**config.mk**
```make
export PLATFORM = sky130hd
export DESIGN_NAME = gaze_direction_hysteresis_quantizer
export DESIGN_NICKNAME = d
export VERILOG_FILES = /design/src/rtl/gdhq_pkg.sv /design/src/rtl/gaze_direction_hysteresis_quantizer.sv /design/src/rtl/gdhq_cfg.sv /design/src/rtl/gdhq_hyst.sv
export SDC_FILE = /design/constraint.sdc
export NUM_CORES = 2
export LEC_CHECK = 0
export ABC_AREA = 1
export BUFFER_PORTS_ARGS = -buffer_cell sky130_fd_sc_hd__buf_2
export CAP_MARGIN = 10
export CORE_ASPECT_RATIO = 1.75
export CORE_MARGIN = 3
export CORE_UTILIZATION = 27
export DETAILED_ROUTE_END_ITERATION = 8
export GPL_ROUTABILITY_DRIVEN = 0
export PLACE_DENSITY = 0.39
export SYNTH_ARGS = -nofsm -noshare
export SYNTH_HDL_FRONTEND = slang
export SYNTH_SLANG_ARGS = --single-unit
```
**constraint.sdc**
```tcl
create_clock -name clk -period 14.7 [get_ports clk]
set_input_delay 1.47 -clock clk [delete_from_list [all_inputs] [get_ports clk]]
set_output_delay 1.47 -clock clk [all_outputs]
set_load 0.005 [all_outputs]
```
**src/rtl/gdhq_pkg.sv**
```systemverilog
// Shared types, register map, gaze codes and code/sign tables for the
// gaze direction hysteresis quantizer. Depends on nothing.
package gdhq_pkg;

  localparam int SAMPLE_BITS_DEF = 16;
  localparam int THR_W           = 15;
  localparam int RATIO_W         = 9;
  localparam int HOLD_W          = THR_W + RATIO_W;
  localparam int CFG_DW          = 32;
  localparam int CFG_AW          = 5;
  localparam int IDX_W           = 3;
  localparam int CODE_W          = 4;

  // Register indexes, at byte address 4*index.
  localparam logic [IDX_W-1:0] REG_PITCH_THR = 3'd0;
  localparam logic [IDX_W-1:0] REG_TILT_THR  = 3'd1;
  localparam logic [IDX_W-1:0] REG_DEADBAND  = 3'd2;
  localparam logic [IDX_W-1:0] REG_EXIT_RAT  = 3'd3;
  localparam logic [IDX_W-1:0] REG_VY_GAIN   = 3'd4;
  localparam logic [IDX_W-1:0] REG_WZ_GAIN   = 3'd5;
  localparam logic [IDX_W-1:0] REG_ZERO_TOL  = 3'd6;

  localparam logic [THR_W-1:0]   RST_PITCH_THR = 15'd1024;
  localparam logic [THR_W-1:0]   RST_TILT_THR  = 15'd1024;
  localparam logic [THR_W-1:0]   RST_DEADBAND  = 15'd1228;
  localparam logic [RATIO_W-1:0] RST_EXIT_RAT  = 9'd179;
  localparam logic [THR_W-1:0]   RST_VY_GAIN   = 15'd8192;
  localparam logic [THR_W-1:0]   RST_WZ_GAIN   = 15'd4096;
  localparam logic [THR_W-1:0]   RST_ZERO_TOL  = 15'd4;

  localparam logic [CODE_W-1:0] GAZE_CENTER     = 4'd0;
  localparam logic [CODE_W-1:0] GAZE_UP         = 4'd1;
  localparam logic [CODE_W-1:0] GAZE_DOWN       = 4'd2;
  localparam logic [CODE_W-1:0] GAZE_LEFT       = 4'd3;
  localparam logic [CODE_W-1:0] GAZE_RIGHT      = 4'd4;
  localparam logic [CODE_W-1:0] GAZE_UP_LEFT    = 4'd5;
  localparam logic [CODE_W-1:0] GAZE_UP_RIGHT   = 4'd6;
  localparam logic [CODE_W-1:0] GAZE_DOWN_LEFT  = 4'd7;
  localparam logic [CODE_W-1:0] GAZE_DOWN_RIGHT = 4'd8;

  // A ternary sign: nz clear means zero, else pos gives the direction.
  typedef struct packed {
    logic nz;
    logic pos;
  } sign_t;

  // Configuration as seen by the datapath, with the hold levels
  // (enter level times exit ratio) already multiplied out.
  typedef struct packed {
    logic [THR_W-1:0]  pitch_thr;
    logic [THR_W-1:0]  tilt_thr;
    logic [THR_W-1:0]  deadband;
    logic [THR_W-1:0]  vy_gain;
    logic [THR_W-1:0]  wz_gain;
    logic [THR_W-1:0]  zero_tol;
    logic [HOLD_W-1:0] pitch_hold;
    logic [HOLD_W-1:0] tilt_hold;
    logic [HOLD_W-1:0] deadband_hold;
  } cfg_t;

  function automatic sign_t vert_of_code(input logic [CODE_W-1:0] code);
    sign_t s;
    unique case (code)
      GAZE_UP, GAZE_UP_LEFT, GAZE_UP_RIGHT:        s = '{nz: 1'b1, pos: 1'b1};
      GAZE_DOWN, GAZE_DOWN_LEFT, GAZE_DOWN_RIGHT:  s = '{nz: 1'b1, pos: 1'b0};
      default:                                     s = '{nz: 1'b0, pos: 1'b0};
    endcase
    return s;
  endfunction

  // Positive horizontal direction is left.
  function automatic sign_t horz_of_code(input logic [CODE_W-1:0] code);
    sign_t s;
    unique case (code)
      GAZE_LEFT, GAZE_UP_LEFT, GAZE_DOWN_LEFT:     s = '{nz: 1'b1, pos: 1'b1};
      GAZE_RIGHT, GAZE_UP_RIGHT, GAZE_DOWN_RIGHT:  s = '{nz: 1'b1, pos: 1'b0};
      default:                                     s = '{nz: 1'b0, pos: 1'b0};
    endcase
    return s;
  endfunction

  function automatic logic [CODE_W-1:0] code_of_signs(input sign_t v, input sign_t h);
    logic [CODE_W-1:0] code;
    if (!v.nz) begin
      code = !h.nz ? GAZE_CENTER : (h.pos ? GAZE_LEFT : GAZE_RIGHT);
    end else if (v.pos) begin
      code = !h.nz ? GAZE_UP : (h.pos ? GAZE_UP_LEFT : GAZE_UP_RIGHT);
    end else begin
      code = !h.nz ? GAZE_DOWN : (h.pos ? GAZE_DOWN_LEFT : GAZE_DOWN_RIGHT);
    end
    return code;
  endfunction

endpackage

```
**src/rtl/gaze_direction_hysteresis_quantizer.sv**
```systemverilog
// Top level of the gaze direction hysteresis quantizer: stream handshake,
// single-pass datapath and the last-gaze register. Depends on gdhq_pkg,
// gdhq_cfg and gdhq_hyst.

// One result beat per sample beat, one sample per clock sustained while the
// output is not stalled. A sample is captured in an input register; the two
// velocity products, the sums and magnitudes, both hysteresis compares and
// the code mapping are worked out in one combinational pass that loads the
// result register, from which the gaze code is issued. The previous gaze is
// held in a register next to the result register and is read and updated in
// that same pass, so back-to-back samples each see the gaze of the one
// before. A stalled output holds the result register, and once the input
// register is full as well, in_tready drops in the same cycle. Configuration
// written over APB takes effect for samples accepted from the next cycle on.
module gaze_direction_hysteresis_quantizer #(
  parameter int SAMPLE_BITS = gdhq_pkg::SAMPLE_BITS_DEF,
  localparam int IN_DW      = ((6 * SAMPLE_BITS + 7) / 8) * 8
) (
  input  logic                        clk,
  input  logic                        rst_n,
  // tdata fields from bit 0: pitch, yaw, roll, vel_x, vel_y, turn_rate.
  input  logic                        in_tvalid,
  output logic                        in_tready,
  input  logic [IN_DW-1:0]            in_tdata,
  // tuser fields from bit 0: critical_flag.
  input  logic [0:0]                  in_tuser,
  output logic                        out_tvalid,
  input  logic                        out_tready,
  // tdata fields from bit 0: gaze_code.
  output logic [7:0]                  out_tdata,
  input  logic                        cfg_psel,
  input  logic                        cfg_penable,
  input  logic                        cfg_pwrite,
  input  logic [gdhq_pkg::CFG_AW-1:0] cfg_paddr,
  input  logic [gdhq_pkg::CFG_DW-1:0] cfg_pwdata,
  output logic [gdhq_pkg::CFG_DW-1:0] cfg_prdata,
  output logic                        cfg_pready
);

  localparam int W    = SAMPLE_BITS;
  localparam int PW   = W + 16;
  localparam int MCW  = W + gdhq_pkg::THR_W;
  localparam int CMPW = W + 20;

  gdhq_pkg::cfg_t cfg;

  gdhq_cfg u_cfg (
    .clk         (clk),
    .rst_n       (rst_n),
    .cfg_psel    (cfg_psel),
    .cfg_penable (cfg_penable),
    .cfg_pwrite  (cfg_pwrite),
    .cfg_paddr   (cfg_paddr),
    .cfg_pwdata  (cfg_pwdata),
    .cfg_prdata  (cfg_prdata),
    .cfg_pready  (cfg_pready),
    .cfg_o       (cfg)
  );

  // A register can take a beat when empty or draining.
  logic a_vld_r, out_vld_r;
  logic rdy_a, rdy_o;

  assign rdy_o     = !out_vld_r || out_tready;
  assign rdy_a     = !a_vld_r || rdy_o;
  assign in_tready = rdy_a;

  always_ff @(posedge clk) begin
    if (!rst_n) begin
      a_vld_r   <= 1'b0;
      out_vld_r <= 1'b0;
    end else begin
      if (rdy_a) a_vld_r   <= in_tvalid;
      if (rdy_o) out_vld_r <= a_vld_r;
    end
  end

  // Input register.
  logic signed [W-1:0] a_pitch_r, a_yaw_r, a_roll_r, a_vx_r, a_vy_r, a_wz_r;
  logic                a_crit_r;

  always_ff @(posedge clk) begin
    if (rdy_a && in_tvalid) begin
      a_pitch_r <= in_tdata[0*W +: W];
      a_yaw_r   <= in_tdata[1*W +: W];
      a_roll_r  <= in_tdata[2*W +: W];
      a_vx_r    <= in_tdata[3*W +: W];
      a_vy_r    <= in_tdata[4*W +: W];
      a_wz_r    <= in_tdata[5*W +: W];
      a_crit_r  <= in_tuser[0];
    end
  end

  // Weighted velocities, tilt difference, motion test, then the selected
  // horizontal value and both magnitudes. The vertical value is minus
  // pitch, so it is positive exactly when pitch is negative.
  logic signed [PW-1:0] pvy, pwz, hval;
  logic signed [W:0]    diff;
  logic [W-1:0]         mvx, mvy, mwz, mag_v;
  logic [PW-1:0]        mag_h;
  logic                 moving, pos_h, pos_v;

  always_comb begin
    pvy    = a_vy_r * $signed({1'b0, cfg.vy_gain});
    pwz    = a_wz_r * $signed({1'b0, cfg.wz_gain});
    diff   = {a_yaw_r[W-1], a_yaw_r} - {a_roll_r[W-1], a_roll_r};
    mvx    = a_vx_r[W-1] ? W'(-a_vx_r) : W'(a_vx_r);
    mvy    = a_vy_r[W-1] ? W'(-a_vy_r) : W'(a_vy_r);
    mwz    = a_wz_r[W-1] ? W'(-a_wz_r) : W'(a_wz_r);
    moving = (MCW'(mvx) >= MCW'(cfg.zero_tol)) ||
             (MCW'(mvy) >= MCW'(cfg.zero_tol)) ||
             (MCW'(mwz) >= MCW'(cfg.zero_tol));
    hval   = moving ? (pvy + pwz) : {{(PW-W-1){diff[W]}}, diff};
    mag_h  = hval[PW-1] ? PW'(-hval) : PW'(hval);
    pos_h  = !hval[PW-1] && (hval != '0);
    mag_v  = a_pitch_r[W-1] ? W'(-a_pitch_r) : W'(a_pitch_r);
    pos_v  = a_pitch_r[W-1];
  end

  // Compare and map. Hold compares are |v|*256 against enter*ratio; for
  // the velocity sum, whose enter level carries a 4096 scale, that reduces
  // exactly to |v| against 16*deadband*ratio.
  logic [gdhq_pkg::CODE_W-1:0] last_gaze_r, out_gaze_r, code_nxt;
  logic [CMPW-1:0]             enter_h, a_hold_h, hold_h;
  gdhq_pkg::sign_t             sv, sh;

  always_comb begin
    enter_h  = moving ? CMPW'({cfg.deadband, 12'b0}) : CMPW'(cfg.tilt_thr);
    a_hold_h = moving ? CMPW'(mag_h) : CMPW'({mag_h[W:0], 8'b0});
    hold_h   = moving ? CMPW'({cfg.deadband_hold, 4'b0}) : CMPW'(cfg.tilt_hold);
  end

  gdhq_hyst #(.CMPW(CMPW)) u_hyst_v (
    .a_enter (CMPW'(mag_v)),
    .enter   (CMPW'(cfg.pitch_thr)),
    .a_hold  (CMPW'({mag_v, 8'b0})),
    .hold    (CMPW'(cfg.pitch_hold)),
    .pos     (pos_v),
    .prev    (gdhq_pkg::vert_of_code(last_gaze_r)),
    .q       (sv)
  );

  gdhq_hyst #(.CMPW(CMPW)) u_hyst_h (
    .a_enter (CMPW'(mag_h)),
    .enter   (enter_h),
    .a_hold  (a_hold_h),
    .hold    (hold_h),
    .pos     (pos_h),
    .prev    (gdhq_pkg::horz_of_code(last_gaze_r)),
    .q       (sh)
  );

  assign code_nxt = a_crit_r ? gdhq_pkg::GAZE_CENTER : gdhq_pkg::code_of_signs(sv, sh);

  always_ff @(posedge clk) begin
    if (!rst_n) begin
      last_gaze_r <= gdhq_pkg::GAZE_CENTER;
    end else if (rdy_o && a_vld_r) begin
      last_gaze_r <= code_nxt;
    end
  end

  always_ff @(posedge clk) begin
    if (rdy_o && a_vld_r) begin
      out_gaze_r <= code_nxt;
    end
  end

  assign out_tvalid = out_vld_r;
  assign out_tdata  = {4'b0, out_gaze_r};

  // The fed-back gaze must be exactly the code just placed in the result.
  a_last_follows_out: assert property (@(posedge clk) disable iff (!rst_n)
    (rdy_o && a_vld_r) |=> (last_gaze_r == out_gaze_r))
    else $error("last gaze register differs from the result just issued");

  a_crit_center: assert property (@(posedge clk) disable iff (!rst_n)
    (rdy_o && a_vld_r && a_crit_r) |=> (out_gaze_r == gdhq_pkg::GAZE_CENTER))
    else $error("battery-critical sample did not give center gaze");

  a_code_range: assert property (@(posedge clk) disable iff (!rst_n)
    out_vld_r |-> (out_gaze_r <= gdhq_pkg::GAZE_DOWN_RIGHT))
    else $error("gaze code out of range");

endmodule

```
**src/rtl/gdhq_cfg.sv**
```systemverilog
// APB-style register file for the gaze quantizer, plus the registered
// hold-level products. Depends on gdhq_pkg.
module gdhq_cfg (
  input  logic                          clk,
  input  logic                          rst_n,
  input  logic                          cfg_psel,
  input  logic                          cfg_penable,
  input  logic                          cfg_pwrite,
  input  logic [gdhq_pkg::CFG_AW-1:0]   cfg_paddr,
  input  logic [gdhq_pkg::CFG_DW-1:0]   cfg_pwdata,
  output logic [gdhq_pkg::CFG_DW-1:0]   cfg_prdata,
  output logic                          cfg_pready,
  output gdhq_pkg::cfg_t                cfg_o
);

  logic [gdhq_pkg::THR_W-1:0]   pitch_thr_r, tilt_thr_r, deadband_r;
  logic [gdhq_pkg::THR_W-1:0]   vy_gain_r, wz_gain_r, zero_tol_r;
  logic [gdhq_pkg::RATIO_W-1:0] exit_rat_r;
  logic [gdhq_pkg::HOLD_W-1:0]  pitch_hold_r, tilt_hold_r, deadband_hold_r;
  logic [gdhq_pkg::IDX_W-1:0]   idx;
  logic                         wr_en;

  assign idx        = cfg_paddr[gdhq_pkg::CFG_AW-1:2];
  assign wr_en      = cfg_psel && cfg_penable && cfg_pwrite;
  assign cfg_pready = 1'b1;

  always_ff @(posedge clk) begin
    if (!rst_n) begin
      pitch_thr_r <= gdhq_pkg::RST_PITCH_THR;
      tilt_thr_r  <= gdhq_pkg::RST_TILT_THR;
      deadband_r  <= gdhq_pkg::RST_DEADBAND;
      exit_rat_r  <= gdhq_pkg::RST_EXIT_RAT;
      vy_gain_r   <= gdhq_pkg::RST_VY_GAIN;
      wz_gain_r   <= gdhq_pkg::RST_WZ_GAIN;
      zero_tol_r  <= gdhq_pkg::RST_ZERO_TOL;
    end else if (wr_en) begin
      unique case (idx)
        gdhq_pkg::REG_PITCH_THR: pitch_thr_r <= cfg_pwdata[gdhq_pkg::THR_W-1:0];
        gdhq_pkg::REG_TILT_THR:  tilt_thr_r  <= cfg_pwdata[gdhq_pkg::THR_W-1:0];
        gdhq_pkg::REG_DEADBAND:  deadband_r  <= cfg_pwdata[gdhq_pkg::THR_W-1:0];
        gdhq_pkg::REG_EXIT_RAT:  exit_rat_r  <= cfg_pwdata[gdhq_pkg::RATIO_W-1:0];
        gdhq_pkg::REG_VY_GAIN:   vy_gain_r   <= cfg_pwdata[gdhq_pkg::THR_W-1:0];
        gdhq_pkg::REG_WZ_GAIN:   wz_gain_r   <= cfg_pwdata[gdhq_pkg::THR_W-1:0];
        gdhq_pkg::REG_ZERO_TOL:  zero_tol_r  <= cfg_pwdata[gdhq_pkg::THR_W-1:0];
        default: ;
      endcase
    end
  end

  // The products are registered behind the registers; a sample accepted after
  // the write reaches the compare only from the input register, so it already
  // sees them.
  always_ff @(posedge clk) begin
    pitch_hold_r    <= gdhq_pkg::HOLD_W'(pitch_thr_r) * gdhq_pkg::HOLD_W'(exit_rat_r);
    tilt_hold_r     <= gdhq_pkg::HOLD_W'(tilt_thr_r) * gdhq_pkg::HOLD_W'(exit_rat_r);
    deadband_hold_r <= gdhq_pkg::HOLD_W'(deadband_r) * gdhq_pkg::HOLD_W'(exit_rat_r);
  end

  always_comb begin
    unique case (idx)
      gdhq_pkg::REG_PITCH_THR: cfg_prdata = gdhq_pkg::CFG_DW'(pitch_thr_r);
      gdhq_pkg::REG_TILT_THR:  cfg_prdata = gdhq_pkg::CFG_DW'(tilt_thr_r);
      gdhq_pkg::REG_DEADBAND:  cfg_prdata = gdhq_pkg::CFG_DW'(deadband_r);
      gdhq_pkg::REG_EXIT_RAT:  cfg_prdata = gdhq_pkg::CFG_DW'(exit_rat_r);
      gdhq_pkg::REG_VY_GAIN:   cfg_prdata = gdhq_pkg::CFG_DW'(vy_gain_r);
      gdhq_pkg::REG_WZ_GAIN:   cfg_prdata = gdhq_pkg::CFG_DW'(wz_gain_r);
      gdhq_pkg::REG_ZERO_TOL:  cfg_prdata = gdhq_pkg::CFG_DW'(zero_tol_r);
      default:                 cfg_prdata = '0;
    endcase
  end

  always_comb begin
    cfg_o.pitch_thr     = pitch_thr_r;
    cfg_o.tilt_thr      = tilt_thr_r;
    cfg_o.deadband      = deadband_r;
    cfg_o.vy_gain       = vy_gain_r;
    cfg_o.wz_gain       = wz_gain_r;
    cfg_o.zero_tol      = zero_tol_r;
    cfg_o.pitch_hold    = pitch_hold_r;
    cfg_o.tilt_hold     = tilt_hold_r;
    cfg_o.deadband_hold = deadband_hold_r;
  end

endmodule

```
**src/rtl/gdhq_hyst.sv**
```systemverilog
// One hysteresis sign quantizer: enter-level compare, then hold-band
// compare against the previous sign. Depends on gdhq_pkg.
module gdhq_hyst #(
  parameter int CMPW = 36
) (
  input  logic [CMPW-1:0] a_enter,
  input  logic [CMPW-1:0] enter,
  input  logic [CMPW-1:0] a_hold,
  input  logic [CMPW-1:0] hold,
  input  logic            pos,
  input  gdhq_pkg::sign_t prev,
  output gdhq_pkg::sign_t q
);

  // A value of zero arrives with pos clear, so it counts as negative
  // in both compares.
  always_comb begin
    priority if (a_enter >= enter) begin
      q = '{nz: 1'b1, pos: pos};
    end else if (prev.nz && (a_hold >= hold) && (pos == prev.pos)) begin
      q = prev;
    end else begin
      q = '{nz: 1'b0, pos: 1'b0};
    end
  end

endmodule
```
Word level (Yosys, flattened, before mapping)
Index checks and enable logic that the tools add are counted.
{ "word_totals": {"latchBits": 0, "input_bits": 141, "mem_bits_ro": 0, "output_inout_bits": 43, "ram_bits": 0, "elab_cells": 110, "n_memories": 0, "reg_bits": 278} }
{ "op_classes": {"muxes": 25, "eq_ne": 16, "n_div": 0, "mul": 5, "bitwise_logic": 0, "addsub": 7, "n_reduce_logical": 29, "n_lt_le_gt_ge": 7, "shift": 0} }
{ "ops": {"columns": ["operator", "n"], "rows": [
  ["15-bit one-hot mux with 7 select lines", 1],
  ["32-bit 2-to-1 mux", 3],
  ["15-bit by 9-bit multiplier with 24-bit output", 3],
  ["16-bit by 15-bit greater-or-equal comparator with 1-bit output", 4],
  ["16-bit by 16-bit multiplier with 32-bit output", 2],
  ["16-bit 2-to-1 mux", 4],
  ["16-bit negator", 4],
  ["32-bit adder", 1],
  ["32-bit by 27-bit greater-or-equal comparator with 1-bit output", 1],
  ["32-bit by 28-bit greater-or-equal comparator with 1-bit output", 1],
  ["32-bit negator", 1],
  ["32-bit nonzero test", 1],
  ["28-bit 2-to-1 mux", 1],
  ["27-bit 2-to-1 mux", 1],
  ["24-bit greater-or-equal comparator", 1],
  ["4-bit 2-to-1 mux", 5],
  ["16-bit by 16-bit subtractor with 17-bit output", 1],
  ["4-bit by 3-bit == test with 1-bit output (second input constant)", 4],
  ["2-bit AND reduction", 7],
  ["3-bit OR reduction", 4],
  ["2-bit 2-to-1 mux", 5],
  ["3-bit == test (second input constant)", 3],
  ["1-bit logical AND", 9],
  ["3-bit 2-to-1 mux", 3],
  ["other kinds (10)", 19]
]} }

Depth between registers and ports, before layout
{ "logic_depth": {"ltp_word": 19, "depth_mapped": 60, "depth_no_buf": 57} }

Cells and area by module
Synthesis repeated with hierarchy kept, for this count alone.
{ "unflattened": {"hier_cells": 7197, "area_unflattened_um2": 52589.2} }
{ "by_module_without_submodules": {"columns": ["module", "instances", "area_per_inst_um2", "cells_per_inst", "seq_area_each_um2"], "rows": [
  ["gaze_direction_hysteresis_quantizer", 1, 28902.7, 3703, 3153.0],
  ["gdhq_cfg", 1, 19595.0, 2794, 3423.3],
  ["gdhq_hyst", 2, 2045.7, 350, 0.0]
]} }

Worst setup path after synthesis
OpenSTA, ideal clock, no wires.
{ "synth_path": {"kind": "register to register", "from": "reg a_vy_r[15]", "to": "reg out_gaze_r[1] (netlist bit) (data pin)", "t_arrival_ns": 9.483, "synth_period_minus_slack_ns": 9.735, "path_buffers": 4, "path_slack_ns": 4.965, "t_required_ns": 14.448, "stages_incl_launch_ff": 57, "setup_time_ns": 0.252, "cell_sequence": "edfxtp_1 clkbuf_1 clkbuf_1 nand2_1 fa_1 inv_1 fa_1 fa_1 inv_1 fa_1 inv_1 fa_1 inv_1 fa_1 inv_1 fa_1 inv_1 fa_1 [21 not listed] nand3_1 nand3_1 a21oi_1 o21ai_0 nand4_1 nand2_1 nand3_1 nand2_1 nand2_1 nand2_1 nor2_1 o211ai_1 nand3_2 nand2_1 nand2_1 nand2_1 nand2_1 inv_1"} }
{ "synth_via": {"elab_chain_len": 19, "word_cells_on_any_way": 32, "classes_between": "add/sub (3); mul (1); order compare (3); eq/ne (1); mux (17); reduce/logical (7)"} }
{ "synth_lines": {"columns": ["element", "line", "text"], "rows": [
  ["from (decl)", "gaze_direction_hysteresis_quantizer.sv:79", "logic signed [W-1:0] a_pitch_r, a_yaw_r, a_roll_r, a_vx_r, a_vy_r, a_wz_r;"],
  ["from (signal assigned)", "gaze_direction_hysteresis_quantizer.sv:88", "a_vy_r <= in_tdata[4*W +: W];"],
  ["branches (longest 13 deep; another with 16-bit by 16-bit multiplier with 32-bit output)", null, null],
  ["2-bit 2-to-1 mux *", "gdhq_hyst.sv:18", "priority if (a_enter >= enter) begin"],
  ["4-bit 2-to-1 mux / 2-bit 2-to-1 mux (equally long branches)", "gdhq_pkg.sv:89, gdhq_pkg.sv:87", null],
  ["4-bit 2-to-1 mux / 3-bit 2-to-1 mux (equally long branches)", "gdhq_pkg.sv:89, gdhq_pkg.sv:87", null],
  ["4-bit 2-to-1 mux", "gdhq_pkg.sv:86", "end else if (v.pos) begin"],
  ["4-bit 2-to-1 mux *", "gdhq_pkg.sv:84", "if (!v.nz) begin"],
  ["4-bit 2-to-1 mux *", "gaze_direction_hysteresis_quantizer.sv:153", "assign code_nxt = a_crit_r ? gdhq_pkg::GAZE_CENTER : gdhq_pkg::code_of_signs(sv, sh);"],
  ["named net code_nxt, one bit", "gaze_direction_hysteresis_quantizer.sv:123", "logic [gdhq_pkg::CODE_W-1:0] last_gaze_r, out_gaze_r, code_nxt;"],
  ["to (signal assigned)", "gaze_direction_hysteresis_quantizer.sv:165", "out_gaze_r <= code_nxt;"],
  ["to (decl)", "gaze_direction_hysteresis_quantizer.sv:123", null]
]} }
Mark *: on every way through the listed nets, which the timed path passes.
A chain may end at the register's enable or synchronous reset.

Worst setup path after layout
{ "layout_path": {"from": "reg a_wz_r[15]", "to": "reg out_gaze_r[1] (netlist bit) (data pin)"} }
{ "layout_via": {"elab_chain_len": 18, "word_cells_on_any_way": 31, "classes_between": "add/sub (3); mul (1); order compare (3); eq/ne (1); mux (17); reduce/logical (6)"} }
{ "layout_lines": {"columns": ["element", "line", "text"], "rows": [
  ["from (decl)", "gaze_direction_hysteresis_quantizer.sv:79", null],
  ["from (signal assigned)", "gaze_direction_hysteresis_quantizer.sv:89", "a_wz_r <= in_tdata[5*W +: W];"],
  ["branches (longest 12 deep; another with 16-bit by 16-bit multiplier with 32-bit output)", null, null],
  ["2-bit 2-to-1 mux *", "gdhq_hyst.sv:18", null],
  ["4-bit 2-to-1 mux / 2-bit 2-to-1 mux (equally long branches)", "gdhq_pkg.sv:89, gdhq_pkg.sv:87", null],
  ["4-bit 2-to-1 mux / 3-bit 2-to-1 mux (equally long branches)", "gdhq_pkg.sv:89, gdhq_pkg.sv:87", null],
  ["4-bit 2-to-1 mux", "gdhq_pkg.sv:86", null],
  ["4-bit 2-to-1 mux *", "gdhq_pkg.sv:84", null],
  ["4-bit 2-to-1 mux *", "gaze_direction_hysteresis_quantizer.sv:153", null],
  ["named net code_nxt, one bit", "gaze_direction_hysteresis_quantizer.sv:123", null]
]} }
Marked as above.

==> PnR_summary.wiki <==
{| class="wikitable"
! Metric !! Value
|-
| Run status || finished clean
|-
| Die Outline Area || between 0.15 and 0.2 mm²
|-
| Synthesized instance count || 6000
|-
| Number of pins with negative max-slew slack in the final report || 0
|-
| Insertion delay to the later sink of the worst-skew pair || about 0.66 ns
|-
| Classification of the worst setup path || reg2reg
|-
| Fraction of layout cells with a size suffix above 1 || 6.01%
|-
| Clock share of power || between 20 and 25%
|-
| Clock tree sinks || ~280
|-
| Largest cells by area after synthesis || fa_1, inv_1, ha_1
|-
| Remaining antenna violation count after routing || 0
|-
| First-pass iteration count of the detailed router || 5
|-
| Number of enable flip-flop cells after synthesis || 101
|-
| Gate power share || between 50% and 60%
|-
| Boundary pin count || ~180
|-
| Final routed DRC violation total || 0
|-
| FMAX || around 84 MHz
|-
| Slowest cell delay on critical path || around 0.87 ns
|-
| Worst-path maximum fanout || 30
|-
| Area share of the leading cell type in the synthesized netlist || roughly 34%
|-
| Final worst-path cycle share || approximately 80%
|-
| Most frequently used flop master after synthesis || dfxtp_1
|-
| Overall routing resource usage || about a fifth
|-
| Clock transition at the registers of the reported paths || ~0.060 ns
|-
| Area Overhead vs Synth || 8.97%
|-
| Arrival time at the worst endpoint || 12.26 ns
|-
| Post-CTS Setup Repair Bufs || 0
|-
| Largest net degree at the start of global routing || 66
|-
| Area of the core || around 0.18 mm²
|-
| Leading area contributor after synthesis || fa_1
|-
| Count of H-tree levels built during CTS || 2
|-
| Required time at the worst-slack endpoint || 15.09 ns
|-
| Via count of the routed design || between 30000 and 40000
|-
| Final global-route overflow total || 0
|-
| Endpoints failing hold || 0
|-
| Post-detailed-route via-to-cell ratio || 4.53
|-
| Static leakage || a little under 30 nW
|-
| Clock tree from TritonCTS || built
|-
| Setup WS pre-CTS || roughly 2.6 ns
|-
| Number of buffer cells added on primary ports || between 100 and 150
|-
| Number of DRC violations after detailed-routing iteration 0 || 1730
|-
| Unrepaired setup endpoints after global routing || no
|-
| Final net count || 7374
|-
| First-pass GRT wire length || 260 mm
|-
| Post-route setup slack || between 2 and 3 ns
|-
| Slew Limit Headroom || between 10% and 20%
|-
| Peak supply drop || ~94 µV
|-
| CP dominant cell by count || nand2_1
|-
| Hold Buf Count CTS || 0
|-
| Kind of launch point of the worst setup path || flip-flop
|-
| Number of cell rows || about 200
|-
| TritonCTS buffer count || 37
|-
| Kind of capture point of the worst setup path || flip-flop
|-
| Setup-failing EPs final || 0
|-
| CP max stage cell || fa_1
|-
| Clock Skew || about 0.057 ns
|-
| Initial Util || 27.3%
|-
| NetSw || 0.00213 W
|-
| Number of different library cells in the post-synthesis netlist || 58
|-
| Number of maximum-capacitance violations || 0
|-
| Share of flip-flops with an asynchronous set or reset after synthesis || 0%
|-
| Tmin final || about 12 ns
|-
| Mean Syn Cell Area || 7.96 µm²
|-
| WL/cell || about 21 µm
|-
| Post-CTS resize count || 0
|-
| Switching share of power || between 40% and 50%
|-
| Chip Height || roughly 560 µm
|-
| Slew at the pin closest to its max-slew limit || 1.26 ns
|-
| Synth warnings || 0
|-
| HPWL after detailed placement || 141 mm
|-
| #FFs+latches synth || 278
|-
| Total Neg Setup Slack || 0 ns
|-
| Number of antenna violations at the first check in global routing || 3
|-
| Routed WL || between 150 and 200 mm
|-
| Reg2Reg Setup Slack || between 2 and 3 ns
|-
| Most frequent cell after synthesis || inv_1
|-
| Areal power density over the cells || about 86 mW/mm²
|-
| Sequential-to-total area share from yosys stat || roughly 14%
|-
| Number of global-route vias before repair || a little over 40000
|-
| Maximum count of clock buffers along a single path || 3
|-
| Post-Synthesis Cell Area || approximately 0.048 mm²
|-
| Leading post-synthesis cells by instance count || inv_1, nand2_1, fa_1
|-
| Worst min-delay path class || reg2reg
|-
| Share of total power in sequential cells || 20.3%
|-
| Design internal power || 0.00233 W
|-
| Horizontal die dimension || around 320 µm
|-
| Number of fill cells || approximately 19000
|-
| Clock Root Buffer || clkbuf_16
|}
[cell families after synthesis]
group                      synth area share (%)
other                                    0.0157
AOI/OAI and AO/OA                          5.91
muxes                                     0.419
buffers and inverters                      15.0
xor gates and xnor gates                   3.37
and+or+nand+nor                            16.2
adders and majority gates                  45.3
DFF                                        13.8
[metal layers]
layer,vias up,global-route usage (%),share of wire [%]
li1,17600,-,-
met1,18900,18.8,33
met2,714,39.3,57
met3,312,1.83,2.8
met4,2,11.1,7.0
met5,-,0,0.0069
[per-stage QoR]
step           instance area (µm²)  utilization, %  instances  hold WS [ns]  power (W)
2_1_floorplan                47800               -       6020         0.449    0.00265
3_3_place_gp                 50700            29.0       8210         0.459    0.00347
3_5_place_dp                 50700            29.0       8210         0.465    0.00348
4_1_cts                      52100            29.7       8278         0.455    0.00455
5_1_grt                      52100            29.7       8279         0.500    0.00489
6_report                     52100            29.7       8280         0.447    0.00446
[power groups by stage]
stage	logic, W	clock network [W]	registers [W]
floorplan	0.00177	0	0.000881
global placement	0.00254	0	0.000927
detailed placement	0.00256	0	0.000926
CTS	0.00257	0.00107	0.000910
global route	0.00288	0.00109	0.000913
finish	0.00253	0.00103	0.000908
[final timing paths]
| check | cells past startpoint | end | startpoint |
|---|---|---|---|
| setup / recovery | 51 | out_gaze_r[1] | a_wz_r[15] |
| hold / removal | 2 | out_tvalid | a_vld_r |
| setup reg to reg | 51 | out_gaze_r[1] | a_wz_r[15] |
| hold reg to reg | 2 | out_tvalid | a_vld_r |
[cell usage in the layout (no fill, tap or decap), types with 38 or more instances in the layout]
master	count
inv_1	1554
nand2_1	1369
fa_1	817
ha_1	422
nor2_1	302
a21oi_1	205
o21ai_0	179
dfxtp_1	168
buf_2	142
xor2_1	129
nand3_1	117
edfxtp_1	101
buf_4	83
xnor2_1	55
clkbuf_16	38
[sequential cells by signal, summed over array words and instances, names as in the netlist, 9 cells and up]
register,flops
u_cfg.tilt_hold_r,24
a_vx_r,16
a_roll_r,16
u_cfg.zero_tol_r,15
u_cfg.exit_rat_r,9
u_cfg.deadband_hold_r,24
u_cfg.tilt_thr_r,15
u_cfg.pitch_hold_r,24
a_wz_r,16
a_yaw_r,16
u_cfg.vy_gain_r,15
u_cfg.pitch_thr_r,15
u_cfg.wz_gain_r,15
u_cfg.deadband_r,15
a_vy_r,16
a_pitch_r,16
[area by class of cell]
cell class | instances | area [µm²] | share of cell area [%]
multi-input cells | 3881 | 34100 | 65.5
repair buffers | 225 | 1330 | 2.56
clock inverters | 20 | 294 | 0.565
well taps | 2255 | 2820 | 5.42
inverters | 1571 | 5900 | 11.3
flip-flops and latches | 278 | 6590 | 12.7
diodes | 2 | 5.00 | 0.00961
clock buffers | 48 | 1020 | 1.96
[critical path, delay by kind of cell, from the launching register on]
kind | cells | cell delay, ns
adders and majority gates | 10 | 5.21
and+or+nand+nor | 21 | 2.59
AOI/OAI and AO/OA | 8 | 1.36
DFF | 1 | 0.86
buffers and inverters | 11 | 1.33
xor gates and xnor gates | 1 | 0.24
Power figures use the tool's default switching activity.
